===== src/rtl/vaxrot_pkg.sv =====
`timescale 1ns / 1ps
// ----------------------------------------------------------------------------
// vaxrot_pkg
// Shared types, constants and the arctangent table for the axis rotation
// pipeline.
// ----------------------------------------------------------------------------
package vaxrot_pkg;

  // Default number of CORDIC iterations (one pipeline stage each).
  localparam int unsigned TrigIterDefault = 24;

  // Signed axis codes as they arrive on the input word.
  localparam logic [2:0] AxisCodeX = 3'd1;
  localparam logic [2:0] AxisCodeY = 3'd2;
  localparam logic [2:0] AxisCodeZ = 3'd3;

  // 360 degrees in Q16.16 is 45 * 2^19, so the reduction works on the
  // bits above bit 18 modulo 45 and keeps the low 19 bits as they are.
  localparam logic [13:0] ModBias  = 14'd4140;   // 92 * 45, makes the quotient positive
  localparam logic [10:0] ModRecip = 11'd1456;   // floor(2^16 / 45)
  localparam logic [5:0]  ModDiv   = 6'd45;

  localparam logic [24:0] Deg90  = 25'd5898240;
  localparam logic [24:0] Deg180 = 25'd11796480;
  localparam logic [24:0] Deg270 = 25'd17694720;
  localparam logic [25:0] Deg360 = 26'd23592960;

  // pi / 180 scaled by 2^46, split for two narrow partial products.
  localparam logic [40:0] DegToRad   = 41'd1228166276394;
  localparam logic [20:0] DegToRadLo = DegToRad[20:0];
  localparam logic [19:0] DegToRadHi = DegToRad[40:21];

  // CORDIC gain compensation, 0.60725 in Q2.30.
  localparam logic signed [31:0] CordicGain = 32'sh26DD3B6A;

  typedef enum logic [1:0] {
    AXIS_X = 2'd0,
    AXIS_Y = 2'd1,
    AXIS_Z = 2'd2
  } axis_e;

  // Data that rides along the pipeline next to the angle path.
  typedef struct packed {
    logic signed [31:0] vec_x;
    logic signed [31:0] vec_y;
    logic signed [31:0] vec_z;
    axis_e              axis;
    logic               bad;
    logic               flip;
  } side_t;

  // Truncated arctangent of 2^-idx in Q2.30 radians.
  function automatic logic [31:0] atan_q30(input logic [4:0] idx);
    logic [31:0] val;
    unique case (idx)
      5'd0:  val = 32'h3243F6A8;
      5'd1:  val = 32'h1DAC6705;
      5'd2:  val = 32'h0FADBAFC;
      5'd3:  val = 32'h07F56EA6;
      5'd4:  val = 32'h03FEAB76;
      5'd5:  val = 32'h01FFD55B;
      5'd6:  val = 32'h00FFFAAA;
      5'd7:  val = 32'h007FFF55;
      5'd8:  val = 32'h003FFFEA;
      5'd9:  val = 32'h001FFFFD;
      5'd10: val = 32'h000FFFFF;
      5'd11: val = 32'h0007FFFF;
      5'd12: val = 32'h0003FFFF;
      5'd13: val = 32'h0001FFFF;
      5'd14: val = 32'h0000FFFF;
      5'd15: val = 32'h00007FFF;
      5'd16: val = 32'h00003FFF;
      5'd17: val = 32'h00001FFF;
      5'd18: val = 32'h00000FFF;
      5'd19: val = 32'h000007FF;
      5'd20: val = 32'h000003FF;
      5'd21: val = 32'h000001FF;
      5'd22: val = 32'h000000FF;
      5'd23: val = 32'h0000007F;
      5'd24: val = 32'h0000003F;
      5'd25: val = 32'h0000001F;
      5'd26: val = 32'h0000000F;
      5'd27: val = 32'h00000008;
      5'd28: val = 32'h00000004;
      5'd29: val = 32'h00000002;
      5'd30: val = 32'h00000001;
      5'd31: val = 32'h00000000;
    endcase
    return val;
  endfunction

endpackage


===== src/rtl/vaxrot_angle.sv =====
`timescale 1ns / 1ps
// ----------------------------------------------------------------------------
// vaxrot_angle
// Four-stage front end: decodes the axis, reduces the angle modulo 360
// degrees, folds it into [-90, 90] and converts it to Q2.30 radians.
// ----------------------------------------------------------------------------
module vaxrot_angle (
  input  logic                clk_i,
  input  logic                rst_ni,
  input  logic                en_i,
  input  logic                valid_i,
  input  logic signed [31:0]  vec_x_i,
  input  logic signed [31:0]  vec_y_i,
  input  logic signed [31:0]  vec_z_i,
  input  logic signed [2:0]   axis_code_i,
  input  logic signed [31:0]  angle_deg_i,
  output logic                valid_o,
  output logic signed [31:0]  rad_o,
  output vaxrot_pkg::side_t   side_o
);

  // Stage 1: axis decode, direction, quotient estimate for mod 45.
  logic                     code_neg;
  logic [2:0]               code_abs;
  logic signed [32:0]       ang_ext;
  logic signed [32:0]       ang_dir;
  logic [14:0]              u_wide;
  logic [13:0]              u_d;
  logic [24:0]              t_prod;
  logic [7:0]               t_d;
  vaxrot_pkg::side_t        side1_d;

  assign code_neg = axis_code_i[2];
  assign code_abs = code_neg ? (~axis_code_i + 3'd1) : axis_code_i;
  assign ang_ext  = {angle_deg_i[31], angle_deg_i};
  assign ang_dir  = code_neg ? -ang_ext : ang_ext;
  assign u_wide   = {ang_dir[32], ang_dir[32:19]} + {1'b0, vaxrot_pkg::ModBias};
  assign u_d      = u_wide[13:0];
  assign t_prod   = {11'd0, u_d} * {14'd0, vaxrot_pkg::ModRecip};
  assign t_d      = t_prod[23:16];

  always_comb begin
    side1_d.vec_x = vec_x_i;
    side1_d.vec_y = vec_y_i;
    side1_d.vec_z = vec_z_i;
    side1_d.flip  = 1'b0;
    unique case (code_abs)
      vaxrot_pkg::AxisCodeX: begin
        side1_d.axis = vaxrot_pkg::AXIS_X;
        side1_d.bad  = 1'b0;
      end
      vaxrot_pkg::AxisCodeY: begin
        side1_d.axis = vaxrot_pkg::AXIS_Y;
        side1_d.bad  = 1'b0;
      end
      vaxrot_pkg::AxisCodeZ: begin
        side1_d.axis = vaxrot_pkg::AXIS_Z;
        side1_d.bad  = 1'b0;
      end
      default: begin
        side1_d.axis = vaxrot_pkg::AXIS_Z;
        side1_d.bad  = 1'b1;
      end
    endcase
  end

  logic                s1_valid_q;
  logic [13:0]         s1_u_q;
  logic [7:0]          s1_t_q;
  logic [18:0]         s1_low_q;
  vaxrot_pkg::side_t   s1_side_q;

  // Stage 2: finish the remainder and fold the angle.
  logic [13:0]         r_pre;
  logic [6:0]          r_wide;
  logic [5:0]          r_d;
  logic [24:0]         deg_m;
  logic signed [25:0]  deg_f;
  logic                flip_d;
  logic [25:0]         mag_full;
  vaxrot_pkg::side_t   side2_d;

  assign r_pre  = s1_u_q - ({6'd0, s1_t_q} * {8'd0, vaxrot_pkg::ModDiv});
  assign r_wide = r_pre[6:0];
  assign r_d    = (r_wide >= {1'b0, vaxrot_pkg::ModDiv}) ?
                  6'(r_wide - {1'b0, vaxrot_pkg::ModDiv}) : r_wide[5:0];
  assign deg_m  = {r_d, s1_low_q};

  always_comb begin
    if (deg_m <= vaxrot_pkg::Deg90) begin
      deg_f  = signed'({1'b0, deg_m});
      flip_d = 1'b0;
    end else if (deg_m < vaxrot_pkg::Deg270) begin
      deg_f  = signed'({1'b0, deg_m} - {1'b0, vaxrot_pkg::Deg180});
      flip_d = 1'b1;
    end else begin
      deg_f  = signed'({1'b0, deg_m} - vaxrot_pkg::Deg360);
      flip_d = 1'b0;
    end
  end

  assign mag_full = deg_f[25] ? 26'(-deg_f) : 26'(deg_f);

  always_comb begin
    side2_d      = s1_side_q;
    side2_d.flip = flip_d;
  end

  logic                s2_valid_q;
  logic [22:0]         s2_mag_q;
  logic                s2_rneg_q;
  vaxrot_pkg::side_t   s2_side_q;

  // Stage 3: partial products of the degree-to-radian scale.
  logic [43:0]         pp_lo_d;
  logic [42:0]         pp_hi_d;

  assign pp_lo_d = {21'd0, s2_mag_q} * {23'd0, vaxrot_pkg::DegToRadLo};
  assign pp_hi_d = {20'd0, s2_mag_q} * {23'd0, vaxrot_pkg::DegToRadHi};

  logic                s3_valid_q;
  logic [43:0]         s3_pp_lo_q;
  logic [42:0]         s3_pp_hi_q;
  logic                s3_rneg_q;
  vaxrot_pkg::side_t   s3_side_q;

  // Stage 4: combine, round half up, restore the sign.
  logic [63:0]         rad_sum;
  logic signed [31:0]  rad_mag;
  logic signed [31:0]  rad_d;

  assign rad_sum = {s3_pp_hi_q[42:0], 21'd0} + {20'd0, s3_pp_lo_q} + 64'h0000_0000_8000_0000;
  assign rad_mag = signed'(rad_sum[63:32]);
  assign rad_d   = s3_rneg_q ? -rad_mag : rad_mag;

  logic                s4_valid_q;
  logic signed [31:0]  s4_rad_q;
  vaxrot_pkg::side_t   s4_side_q;

  always_ff @(posedge clk_i or negedge rst_ni) begin
    if (!rst_ni) begin
      s1_valid_q <= 1'b0;
      s2_valid_q <= 1'b0;
      s3_valid_q <= 1'b0;
      s4_valid_q <= 1'b0;
    end else if (en_i) begin
      s1_valid_q <= valid_i;
      s2_valid_q <= s1_valid_q;
      s3_valid_q <= s2_valid_q;
      s4_valid_q <= s3_valid_q;
    end
  end

  always_ff @(posedge clk_i) begin
    if (en_i) begin
      s1_u_q     <= u_d;
      s1_t_q     <= t_d;
      s1_low_q   <= ang_dir[18:0];
      s1_side_q  <= side1_d;
      s2_mag_q   <= mag_full[22:0];
      s2_rneg_q  <= deg_f[25];
      s2_side_q  <= side2_d;
      s3_pp_lo_q <= pp_lo_d;
      s3_pp_hi_q <= pp_hi_d;
      s3_rneg_q  <= s2_rneg_q;
      s3_side_q  <= s2_side_q;
      s4_rad_q   <= rad_d;
      s4_side_q  <= s3_side_q;
    end
  end

  assign valid_o = s4_valid_q;
  assign rad_o   = s4_rad_q;
  assign side_o  = s4_side_q;

endmodule


===== config.mk =====
export PLATFORM = sky130hd
export DESIGN_NAME = vaxrot_angle
export DESIGN_NICKNAME = d
export VERILOG_FILES = /design/src/rtl/vaxrot_pkg.sv /design/src/rtl/vaxrot_angle.sv
export SDC_FILE = /design/constraint.sdc
export NUM_CORES = 2
export LEC_CHECK = 0
export BUFFER_PORTS_ARGS = -buffer_cell sky130_fd_sc_hd__buf_4
export CAP_MARGIN = 5
export CORE_UTILIZATION = 45
export DETAILED_ROUTE_END_ITERATION = 7
export HOLD_SLACK_MARGIN = 0.03
export PLACE_DENSITY = 0.74
export SLEW_MARGIN = 0
export SYNTH_ARGS = -nofsm -noshare
export SYNTH_HDL_FRONTEND = slang
export SYNTH_SLANG_ARGS = --single-unit

===== constraint.sdc =====
create_clock -name clk_i -period 15.55 [get_ports clk_i]
set_input_delay 3.11 -clock clk_i [delete_from_list [all_inputs] [get_ports clk_i]]
set_output_delay 3.11 -clock clk_i [all_outputs]
set_load 0.02 [all_outputs]

==> flow_summary_export.csv <==
group,metric,value,unit
status,run_status,"completed",
yosys,ys_types,98,
global_route,antenna_found_initial,2,
layout,drive_gt1_frac,0.129,
timing,grt_setup_unrepaired,"false",
timing,hold_violations,0,
yosys,synth_area,38100,um^2
clock_network,clockBufferDepth,3,
timing,maxSlewHeadroom,0.304,
placed_design,dpl.hpwl,60.7,mm
yosys,async_reset_ff_frac,0.00717,
yosys,synth.avg_cell_area,12.8,um^2
layout,final_common_cell,"inv_1",
critical_path,cp_slowest_cell,"or4_4",
floorplan,start_util,0.455,
floorplan,core_area,83700,um^2
timing,skew,29.8,ps
floorplan,die_area,85700,um^2
yosys,ys_ff_latch,558,
layout,nNetsFinal,4184,
placed_design,routabilityCongestion,0.962,
yosys,synth_edf_count,554,
floorplan,rows,106,
timing,setup_viol,0,
detailed_routing,routed_via_density,4.99,
critical_path,cp-start-kind,"primary input",
flow_run,cap_violations,0,
clock_network,hold_buffers,0,
detailed_routing,ant_nets,0,
clock_network,numCtsBuffers,58,
yosys,synth_nets,3881,
min_path,min_path_type,"register to register",
clock_network,worstSkewPairLatency,650,ps
floorplan,io_pins,268,
global_route,grt_max_degree,116,
clock_network,post_cts_buffers,0,
detailed_routing,drcViolationCount,0,
critical_path,crit_fanout,8,
clock_network,cts.clk_slew.worst_paths,70,ps
clock_network,h-tree-depth,2,
clock_network,cts_sinks,558,
critical_path,arrival,10530,ps
global_route,grt.overflow.total,0,
timing,max_freq,0.0984,GHz
global_route,grt_pass1_vias,22516,
global_route,grt_pass1_wl,121,mm
detailed_routing,firstDrtPassIters,5,
yosys,synthFlopType,"edfxtp_1",
critical_path,cp-end-kind,"register",
critical_path,cp.required,15920,ps
critical_path,path_common_cell,"inv_1",
timing,min_period,10160,ps
yosys,yosysWarningCount,0,
floorplan,dieHeight,293,um
critical_path,max_stage_delay,570,ps
detailed_routing,drtIter0Drc,1133,
placed_design,port-buffer-count,267,
detailed_routing,post_drt_wl_per_cell,17.2,um
global_route,track_usage,0.181,
clock_network,ctsResizeCount,0,
timing,worst_pin_slew,1040,ps
clock_network,root_buffer,"clkbuf_16",
timing,tns,0,ps
detailed_routing,num_vias,22239,
floorplan,die_w,293,um
layout,final_cell_mix,"inv_1 (605), edfxtp_1 (554), ha_1 (444)",
yosys,synthCells,2969,
layout,area_growth,14.2,%
timing,fin_crit_sh,0.653,
clock_network,cts_tree,"done",
detailed_routing,routed_wl,76.7,mm
critical_path,setup.worst_path.class,"primary input to register",
timing,drv_slew,0,
yosys,ys_seq_area_frac,0.440,
[layout make-up]
| class | count | area [um^2] |
|---|---|---|
| Timing Repair Buffer | 279 | 2100 |
| Multi-Input combinational cell | 1769 | 18900 |
| Clock buffer | 64 | 1470 |
| Fill cell | 7164 | 40200 |
| Antenna cell | 2 | 5.00 |
| Tap cell | 1134 | 1420 |
| Clock inverter | 46 | 572 |
| Sequential cell | 558 | 16700 |
| Inverter | 606 | 2270 |
[state kept, by name, summed over array words and instances (netlist names)]
signal      flops
s2_mag_q       23
s3_valid_q      1
s3_pp_lo_q     22
s2_valid_q      1
s1_u_q          7
s3_side_q     100
valid_o         1
rad_o          32
s2_rneg_q       1
s2_side_q     100
s3_pp_hi_q     43
s1_t_q          7
s1_valid_q      1
s1_low_q       19
s1_side_q      99
side_o        100
s3_rneg_q       1
[stage by stage]
step | area [um^2] | hold slack (ps) | cells | util | setup WS, ps
finish | 43500 | 399 | 4458 | 0.519 | 5390
global route | 43500 | 400 | 4456 | 0.519 | 4980
CTS | 43500 | 384 | 4456 | 0.519 | 5400
detailed placement | 41400 | 405 | 4346 | 0.495 | 4740
global placement | 41400 | 400 | 4346 | 0.495 | 4760
floorplan | 38100 | 400 | 2969 | - | 5640
[synthesized netlist by cell type, types with 21 or more instances]
| library cell | number | area [um^2] |
|---|---|---|
| inv_1 | 605 | 2270 |
| o21a_1 | 33 | 248 |
| xnor2_1 | 129 | 1130 |
| nand2_1 | 97 | 364 |
| a21o_1 | 29 | 218 |
| a21oi_1 | 89 | 445 |
| o21ai_0 | 68 | 340 |
| nor2_1 | 101 | 379 |
| ha_1 | 444 | 5560 |
| edfxtp_1 | 554 | 16600 |
| clkbuf_1 | 29 | 109 |
| fa_1 | 333 | 6670 |
| nand2b_1 | 21 | 131 |
| xor2_1 | 55 | 482 |
| nor3_1 | 37 | 185 |
[worst max-delay path: cells and delay by family]
kind | cells | cell delay [ps]
fa+ha+maj | 6 | 2320
compound gates | 10 | 2440
xor+xnor | 2 | 830
buf+inv | 5 | 350
simple gates | 7 | 1470
[cell families (layout without fill, tap and decap cells)]
logic type	after synthesis	count (layout)	share of synthesized area
mux	11	11	0.00325
xor+xnor	189	189	0.0450
simple gates	403	403	0.0552
other cells	0	2	0
fa+ha+maj	777	777	0.321
compound gates	389	389	0.0718
flops	558	558	0.440
buf+inv	642	995	0.0638
[path summary, 6_finish.rpt]
path                                 startpoint        endpoint  slack [ps]  depth (start not counted)
worst min-delay path              s1_side_q[18]   s2_side_q[18]         400                          0
worst min register to register    s1_side_q[18]   s2_side_q[18]         400                          0
worst max-delay path            angle_deg_i[12]       s1_t_q[5]        5390                         30
worst max register to register      s2_mag_q[9]  s3_pp_hi_q[39]        7790                         24
max in group asynchronous                rst_ni      s1_valid_q       13190                          1
min in group asynchronous                rst_ni         valid_o        2260                          1
[layer usage]
metal,GRT usage,vias to the layer above,wire length [um]
li1,-,10813,-
met1,0.234,10808,32400
met2,0.302,495,37400
met3,0.0399,123,4550
met4,0.0595,0,2320
met5,0,-,0
Power is not shown: default switching activity piles up to over one toggle a cycle in this logic, so the estimate is an artifact.
